File: src/sv/ghb_ram.sv
// generic single-write, single-read ram with registered read data
module ghb_ram #(
  parameter int WIDTH = 8,
  parameter int DEPTH = 16
) (
  input  logic                     clk,
  input  logic                     we,
  input  logic [$clog2(DEPTH)-1:0] waddr,
  input  logic [WIDTH-1:0]         wdata,
  input  logic                     re,
  input  logic [$clog2(DEPTH)-1:0] raddr,
  output logic [WIDTH-1:0]         rdata
);

  logic [WIDTH-1:0] mem [DEPTH];

  always_ff @(posedge clk) begin
    if (we) begin
      mem[waddr] <= wdata;
    end
    if (re) begin
      rdata <= mem[raddr];
    end
  end

endmodule

File: config.mk
export PLATFORM = sky130hd
export DESIGN_NAME = ghb_ram
export DESIGN_NICKNAME = d
export VERILOG_FILES = /design/src/sv/ghb_ram.sv
export SDC_FILE = /design/constraint.sdc
export NUM_CORES = 1
export LEC_CHECK = 0
export CAP_MARGIN = 30
export CORE_MARGIN = 2
export CORE_UTILIZATION = 55
export CTS_BUF_LIST = sky130_fd_sc_hd__clkbuf_4
export DETAILED_ROUTE_END_ITERATION = 10
export DONT_BUFFER_PORTS = 1
export PLACE_DENSITY = 0.77
export SLEW_MARGIN = 10
export SYNTH_ARGS = -nofsm -noshare
export SYNTH_HDL_FRONTEND = slang
export SYNTH_SLANG_ARGS = --single-unit
File: constraint.sdc
create_clock -name clk -period 1.7 [get_ports clk]
set_input_delay 0.17 -clock clk [delete_from_list [all_inputs] [get_ports clk]]
set_output_delay 0.17 -clock clk [all_outputs]
set_load 0.02 [all_outputs]
==> run summary <==
The flow ran to the end, and the final reports show no timing, DRC or antenna violations. Clock tree synthesis inserted a total of 17 buffers. Placed wire-length estimate: 5.98 mm. The tools report the post-synthesis sequential area ratio as 0.781.

In the final routed layout, each cell accounts on average for 24.3 um. The setup path with the least slack is of type flip-flop to flip-flop. The tools report the utilization of the core after routing as 0.636. The number of failing setup endpoints in the final timing report is 0, and the post-detailed-route DRC marker count is 0. The latest clock arrival within the worst-skew pair was 500 ps; the number of distinct library cell variants in the gate-level netlist after synthesis was 18.

The mux share of post-synthesis cell area came out at 0.148. During I/O placement, the number of pins put on the boundary was 27. Counting every sink on the clock net gives 136. The count of nets left with antenna violations once routing finished came out at 0.

The cell count after synthesis came out at 229. For the number of cell rows, the log shows 35. The tools report the relative slew slack as 0.606.

The synthesized area per cell is 22.8 um2, and the footprint of the multi-input gates is 0.00106 mm2. The worst setup skew after layout came out at 12.5 ps. The worst setup path is captured at a flip-flop. The die extent in x is 101 um. The xor/xnor cell area share of the yosys netlist was 0. In this run the critical register-to-register path is launched from mem[5][3]. Compound-cell area share of the yosys netlist: 0.0230. The cell taking the most area after synthesis is sky130_fd_sc_hd__edfxtp_1.

After detailed routing, the total wire length is 9.92 mm. The number of maximum-capacitance violations was 0; the iteration count of the initial detailed-routing pass was 4. The clock transition at the register clock pins on the worst setup and hold paths after CTS was 110 ps; the final-stage net count was 287.

Endpoint of the worst register-to-register path: rdata[3]. The number of global-route vias before repair was 2560. The most used standard cell by instance count after synthesis was sky130_fd_sc_hd__edfxtp_1.

The height of the die came out at 101 um. Floorplan core area: 0.00924 mm2. The areal power density over the cells was 1090 mW/mm2.

The share of cells above drive strength 1 is 0.239. For the data arrival time at the worst-slack endpoint, the log shows 1720 ps. Path type of the worst min-delay path: input port to flip-flop. The relative area change from synthesis to final layout is 12.4%. Buffers placed on the I/O ports in this run total 0. The detailed router finished its first iteration with 251 violations. Yosys mapped a number of flops with a built-in enable equal to 136.

The number of vias per cell after detailed routing works out to 6.07. For this block, the via count after detailed routing is 2481. The source of the critical timing path is mem[5][3].

The required time of the critical path was 1960 ps; the simple-gate share of the synthesized area was 0.0314. For this run, the leading register cell type out of synthesis is sky130_fd_sc_hd__edfxtp_1. The number of hold violations in the final report is 0. The routed design could run at a clock period as short as 1470 ps. The logs give 0.0103 mm2 for the total die area and 15.1 mm for the first-pass GRT wire length. The initial antenna violation count was 0. The number of synthesized register bits was 136; the count of pins over their slew limit was 0. The clock passes through at most 2 buffers. The portion of the clock cycle consumed by the worst path in the final layout was 0.864.

The transition at the pin with the smallest max-transition slack came out at 589 ps. The overall overflow remaining after global route is 0. The cell depth of the worst flop-to-flop path works out to 3.

The antenna diode count is 0. STA classifies the critical path startpoint as a flip-flop. The final setup TNS is 0 ps, and the post-synthesis cell area is 0.00523 mm2. The net count after synthesis is 248. TritonCTS built the clock tree.

Largest driver fanout on the critical path: 1. On the critical path, the stage with the largest delay is an instance of sky130_fd_sc_hd__mux4_1. The setup slack at placement was 220 ps; the leakage component of the power was 0.00193 uW. The run gives 0 as the yosys synthesis warning count. Setup slack on the worst reg-to-reg path comes out at 230 ps. The H-tree generated during clock tree synthesis spans 4 levels. The tools report the last element of the critical path as rdata[3]. Counting the fill cells in the layout gives 634. After synthesis, the most frequently instantiated cells are sky130_fd_sc_hd__edfxtp_1 (136), sky130_fd_sc_hd__mux4_2 (18), sky130_fd_sc_hd__a22oi_1 (16), sky130_fd_sc_hd__mux4_1 (14), sky130_fd_sc_hd__nor2_1 (13). The worst hold path passes through 2 cells. The tools report the cell at the root of the clock tree as sky130_fd_sc_hd__clkbuf_4. Setup slack on the critical path of the routed design comes to 231 ps. Top-area cell type share of the netlist area: 0.781. Yosys attributes the largest share of cell area to sky130_fd_sc_hd__edfxtp_1 (78%), sky130_fd_sc_hd__mux4_2 (7.8%), sky130_fd_sc_hd__mux4_1 (7.0%), sky130_fd_sc_hd__a22oi_1 (2.3%), sky130_fd_sc_hd__nor2_1 (0.93%). The number of setup buffers added after CTS is 0. The arithmetic-cell share of the synthesized area counting full adders, half adders and majority gates is 0. Entering global routing, the biggest net connects 33 pins.

IR analysis of the VDD net gives a maximum drop of 0.556 mV. On the final layout, the worst hold slack is 52.7 ps. The initial core utilization was 0.566; the global-route usage over all layers was 0.215. After synthesis, the largest family of logic cells by area is multiplexers.

Setup repair after global routing left no endpoint under its margin. Traced cell by cell, the critical path runs through mux4_1 > a22oi_1 > nand2_1. Derived from the worst setup path, the maximum achievable clock frequency is 681 MHz.

The delay of the slowest critical-path stage came out at 560 ps. Share of flip-flops with an asynchronous set or reset: 0. The global placer's final weighted congestion was 0.731; the footprint of the flip-flops and latches was 0.00408 mm2.
## worst min path at each step
| stage | slack, ps | start | end |
|---|---|---|---|
| floorplan | 270 | wdata[0] | mem[0][0] |
| global placement | 270 | wdata[3] | mem[6][3] |
| detailed placement | 270 | wdata[3] | mem[6][3] |
| CTS | 8 | waddr[0] | mem[0][7] |
| global route | 4 | waddr[1] | mem[0][7] |
| finish | 50 | waddr[1] | mem[0][7] |
## state kept, by name, summed over array words and instances, names as in the netlist
name and cells:
rdata 8, mem 128
## routing by layer
layer | global-route usage | wire length (um) | vias up
li1 | - | - | 1058
met3 | 0.0518 | 540 | 15
met5 | 0 | 0 | -
met1 | 0.296 | 4290 | 1301
met4 | 0.0863 | 167 | 0
met2 | 0.340 | 4920 | 107
## critical path, delay by kind of cell (launching register included)
family           cells  cell delay [ps]
flip-flops           1              360
multiplexers         1              560
AND/OR/NAND/NOR      1               80
AO/OA/AOI/OAI        1              220
## cell type report
type,instances,share of cell area
repair buffers,30,0.0435
clock buffers,22,0.0281
flip-flops and latches,136,0.695
clock inverters,9,0.0256
well taps,129,0.0275
multi-input cells,83,0.180
## what timing repair did
action	4_1_cts	5_1_grt
hold buffers	11	1
hold endpoints to repair	140	1
gates resized for setup	0	0
## logic make-up after synthesis
family	after synthesis
flops	136
compound gates	16
simple gates	35
mux	32
buf+inv	10
## layout by cell type, fill, tap and decap left out, drive strengths merged
cell	count
a22oi	16
nor3	4
nand2b	2
nor2	13
clkinv	4
edfxtp	136
nand3b	2
nand3	1
clkinvlp	1
or3b	1
and2b	1
clkbuf	22
buf	18
nor2b	1
bufinv	4
mux4	32
nand2	9
dlygate4sd3	12
and2	1
## power breakdown
group	internal (uW)	switching, uW
clock	1240	1070
combinational	133	140
sequential	3770	41.0
total	5140	1250
## stage by stage
stage | cells | power (uW) | area (um2)
floorplan | 229 | 4070 | 5230
global placement | 366 | 4090 | 5440
detailed placement | 366 | 4100 | 5440
CTS | 408 | 6430 | 5860
global route | 409 | 6600 | 5870
finish | 409 | 6390 | 5870
Note: power is estimated with default switching activity, not from simulation.
