--- config.mk ---
export PLATFORM = sky130hd
export DESIGN_NAME = ghb_calc
export DESIGN_NICKNAME = d
export VERILOG_FILES = /design/src/sv/ghb_pkg.sv /design/src/sv/ghb_calc.sv
export SDC_FILE = /design/constraint.sdc
export NUM_CORES = 1
export LEC_CHECK = 0
export BUFFER_PORTS_ARGS = -buffer_cell sky130_fd_sc_hd__buf_2
export CAP_MARGIN = 20
export CELL_PAD_IN_SITES_DETAIL_PLACEMENT = 1
export CELL_PAD_IN_SITES_GLOBAL_PLACEMENT = 1
export CORE_AREA = 2 2 127 98
export DETAILED_ROUTE_END_ITERATION = 10
export DIE_AREA = 0 0 129 100
export GPL_TIMING_DRIVEN = 1
export PLACE_DENSITY = 0.88
export SLEW_MARGIN = 10
export SYNTH_ARGS = -nofsm -noshare
export SYNTH_HDL_FRONTEND = slang
export SYNTH_SLANG_ARGS = --single-unit
export TNS_END_PERCENT = 5
--- constraint.sdc ---
create_clock -name vclk -period 3
set_clock_uncertainty 0.15 [all_clocks]
set_input_delay 0 -clock vclk [all_inputs]
set_output_delay 0 -clock vclk [all_outputs]
set_load 0.005 [all_outputs]
--- src/sv/ghb_pkg.sv ---
// shared constants, opcodes and types for the gray histogram block
package ghb_pkg;

  localparam int GRAY_LEVELS = 256;
  localparam int MAX_PIXELS  = 1048576;

  localparam int OP_W    = 2;
  localparam int LEVEL_W = 8;
  localparam int COUNT_W = 21;
  localparam int ROW_W   = 21;
  localparam int PIXEL_W = 4;
  localparam int ADDR_W  = $clog2(GRAY_LEVELS);

  localparam logic [OP_W-1:0] OP_COUNT = 2'd0;
  localparam logic [OP_W-1:0] OP_QUERY = 2'd1;
  localparam logic [OP_W-1:0] OP_CLEAR = 2'd2;

  localparam logic [PIXEL_W-1:0] BAR_FILL  = 4'd9;
  localparam logic [PIXEL_W-1:0] BAR_BLANK = 4'd0;

  localparam logic [LEVEL_W-1:0] TOP_RESET = 8'd255;

  localparam logic [COUNT_W-1:0] COUNT_LIMIT = COUNT_W'(MAX_PIXELS);

  // item held between memory read and write-back
  typedef struct packed {
    logic [OP_W-1:0]  op;
    logic [ROW_W-1:0] row;
    logic             level_ok;
  } stage_t;

  typedef struct packed {
    logic [COUNT_W-1:0] bin_count;
    logic [COUNT_W-1:0] peak_count;
    logic [PIXEL_W-1:0] bar_pixel;
    logic               level_rejected;
  } result_t;

  typedef struct packed {
    logic               wr_en;
    logic [COUNT_W-1:0] wr_data;
    logic [COUNT_W-1:0] peak_next;
    logic               clear;
    result_t            result;
  } update_t;

endpackage

--- src/sv/ghb_calc.sv ---
// bin update, peak tracking and bar pixel decision for one item
module ghb_calc (
  input  ghb_pkg::stage_t                stage,
  input  logic [ghb_pkg::COUNT_W-1:0]    old_count,
  input  logic [ghb_pkg::COUNT_W-1:0]    peak,
  output ghb_pkg::update_t               upd
);

  logic [ghb_pkg::COUNT_W-1:0] cnt_inc;
  logic [ghb_pkg::COUNT_W-1:0] peak_up;

  // saturating increment
  assign cnt_inc = (old_count < ghb_pkg::COUNT_LIMIT) ? old_count + 1'b1 : old_count;
  assign peak_up = (cnt_inc > peak) ? cnt_inc : peak;

  always_comb begin
    upd = '0;
    upd.peak_next = peak;
    case (stage.op)
      ghb_pkg::OP_COUNT: begin
        upd.result.peak_count = peak;
        if (stage.level_ok) begin
          upd.wr_en             = 1'b1;
          upd.wr_data           = cnt_inc;
          upd.peak_next         = peak_up;
          upd.result.bin_count  = cnt_inc;
          upd.result.peak_count = peak_up;
        end else begin
          upd.result.level_rejected = 1'b1;
        end
      end
      ghb_pkg::OP_QUERY: begin
        upd.result.peak_count = peak;
        if (stage.level_ok) begin
          upd.result.bin_count = old_count;
          if (old_count <= peak && stage.row < peak - old_count) begin
            upd.result.bar_pixel = ghb_pkg::BAR_BLANK;
          end else begin
            upd.result.bar_pixel = ghb_pkg::BAR_FILL;
          end
        end else begin
          upd.result.level_rejected = 1'b1;
        end
      end
      ghb_pkg::OP_CLEAR: begin
        upd.clear     = 1'b1;
        upd.peak_next = '0;
      end
      default: begin
        upd.peak_next = peak;
      end
    endcase
  end

endmodule

==> impl_metrics.tcl <==
set metrics [dict create \
    violations "setup timing" \
    drt-pass1-iter-count 5 \
    tightest_slew_ns 0.673 \
    finish.utilization_pct 51.2 \
    synthDistinctLibCells 63 \
    via_per_inst 5.64 \
    path_class "in -> out" \
    final.setup.tns_ns -19.14 \
    final_cells 954 \
    post_drt_wl_per_cell_um 22.1 \
    gr-total-overflow 0 \
    antenna_found_initial 0 \
    drtIter0Drc 303 \
    grtUsageMet1_pct 34.8 \
    track_usage_pct 30.4 \
    nFlopsAndLatches 0 \
    drtAntennaViolNets 0 \
    nClkBuffers 0 \
    p_leak_uw 0.00325 \
    grt_pass1_vias 5807 \
    die-area_um2 12900 \
    timing.final.crit_share_pct 117 \
    port_buffers 155 \
    critPathCaptureType "primary output" \
    max-vdd-ir-drop_uv 77.6 \
    hold_violations 0 \
    synth-seq-area-share_pct 0 \
    grt_pass1_wl_um 31000 \
    drv_cap 0 \
    design_area_um2 6080 \
    holdBufCountCts 0 \
    rsz0062_at_grt "true" \
    routed_wl_um 21100 \
    grt_max_degree 30 \
    drive_gt1_share_pct 49.7 \
    gp_congestion 0.911 \
    core_area_um2 11900 \
    yosys_warnings 0 \
    dp_hpwl_um 14400 \
    syn-cell-area_um2 3410 \
    met2_usage_pct 56.9 \
    layout.cells.most_common_list "buf_2 (148), buf_4 (121), inv_1 (67)" \
    antenna_cells 0 \
    vias 5378 \
    slew_viol_final 0 \
    postSynthAreaPerCell_um2 6.65 \
    cp.required_ns 2.85 \
    max_freq_mhz 285 \
    setup_viol 44 \
    final_common_cell "buf_2" \
    arrival_ns 3.36 \
    worstPathMaxFanout 6 \
    regArea_um2 0 \
    drc_errors 0 \
    start_kind "input port" \
    status "finished with violations" \
    ioPinCount 157 \
    dieWidth_um 129 \
    start_util_pct 28.8 \
    fin_nets 920 \
    hp-class "in -> out" \
    dpl-instance-area_um2 5210 \
    relSlewSlack_pct 55.1 \
    dp.cells 931 \
    setup_ws_ns -0.514 \
    die_y_um 100 \
    top_usage_layer "met2" \
    min_period_ns 3.51 \
    synthCells 513 \
    powerDensity_nw_per_um2 194 \
    pre_cts_ws_ns -0.568 \
    num_rows 35 \
    area_growth_pct 78.1 \
    grt_use_met3_pct 4.10 \
]
[routing by layer]
| metal | share of wire (%) | up-vias |
|---|---|---|
| met5 | 0 | - |
| met4 | 4.7 | 0 |
| met3 | 5.7 | 80 |
| met2 | 49 | 261 |
| met1 | 40 | 2637 |
| li1 | - | 2400 |
[path summary, 6_finish.rpt]
kind	startpoint	endpoint	slack, ns	cells past startpoint
min	stage[0]	upd[0]	0.18	3
max	old_count[5]	upd[13]	-0.51	18
[cells by family (layout without fill, tap and decap cells)]
family	after synthesis	in the layout	synth area share, %
AO/OA/AOI/OAI	158	158	32.6
XOR/XNOR	33	33	8.47
adder cells (fa/ha/maj)	64	64	23.7
buffers and inverters	90	364	10.5
multiplexers	2	2	0.623
other	1	2	0.110
AND/OR/NAND/NOR	165	165	23.9
[what timing repair did]
action	4_1_cts	5_1_grt
pin swaps	39	16
setup endpoints to repair	44	44
endpoints found under the hold margin	0	0
buffers inserted	19	3
resized for setup	105	37
cloned	2	0
[cells in the mapped netlist, drive strengths merged, types with 6 or more instances]
master,n,area [µm²]
a211oi,13,133
o2bb2ai,12,105
clkbuf,10,37.5
o21a,6,45.0
xnor2,27,236
o22ai,13,81.3
nand2b,7,43.8
buf,8,51.3
o21ai,26,145
xor2,6,52.6
nor4,6,52.6
inv,71,267
nor2,64,240
nor3,7,51.3
ha,63,788
nand4,13,87.6
nand2,32,120
a21oi,35,179
a21o,24,180
nand3,16,80.1
[per-stage QoR]
step,hold slack [ns],total power [µW]
floorplan,-0.119,512
global placement,0.154,905
detailed placement,0.154,958
CTS,0.165,1080
global route,0.185,1270
finish,0.175,1180
[worst max-delay path: stages]
cell	delay, ns
buf_8	0.09
nand4_4	0.16
nor4_4	0.44
nand2_2	0.20
nor3_2	0.16
xnor2_1	0.16
inv_1	0.11
ha_4	0.28
nand4_1	0.17
and4bb_2	0.42
o21ai_4	0.08
o211a_4	0.16
nor3_4	0.22
buf_6	0.16
buf_16	0.13
nor2_1	0.05
a211oi_2	0.21
buf_2	0.15
[where the power goes]
part	switching, µW	internal, µW	leakage (µW)
clock network	0	0	0
logic	625	557	0.00325
registers	0	0	0
[cell type report]
| cell class | count | area (µm²) |
|---|---|---|
| fill | 1542 | 5790 |
| inverter | 72 | 277 |
| multi-input combinational | 424 | 3630 |
| tap | 166 | 208 |
| timing repair buffer | 292 | 1960 |
No activity file was read; power rests on OpenSTA's default activity.
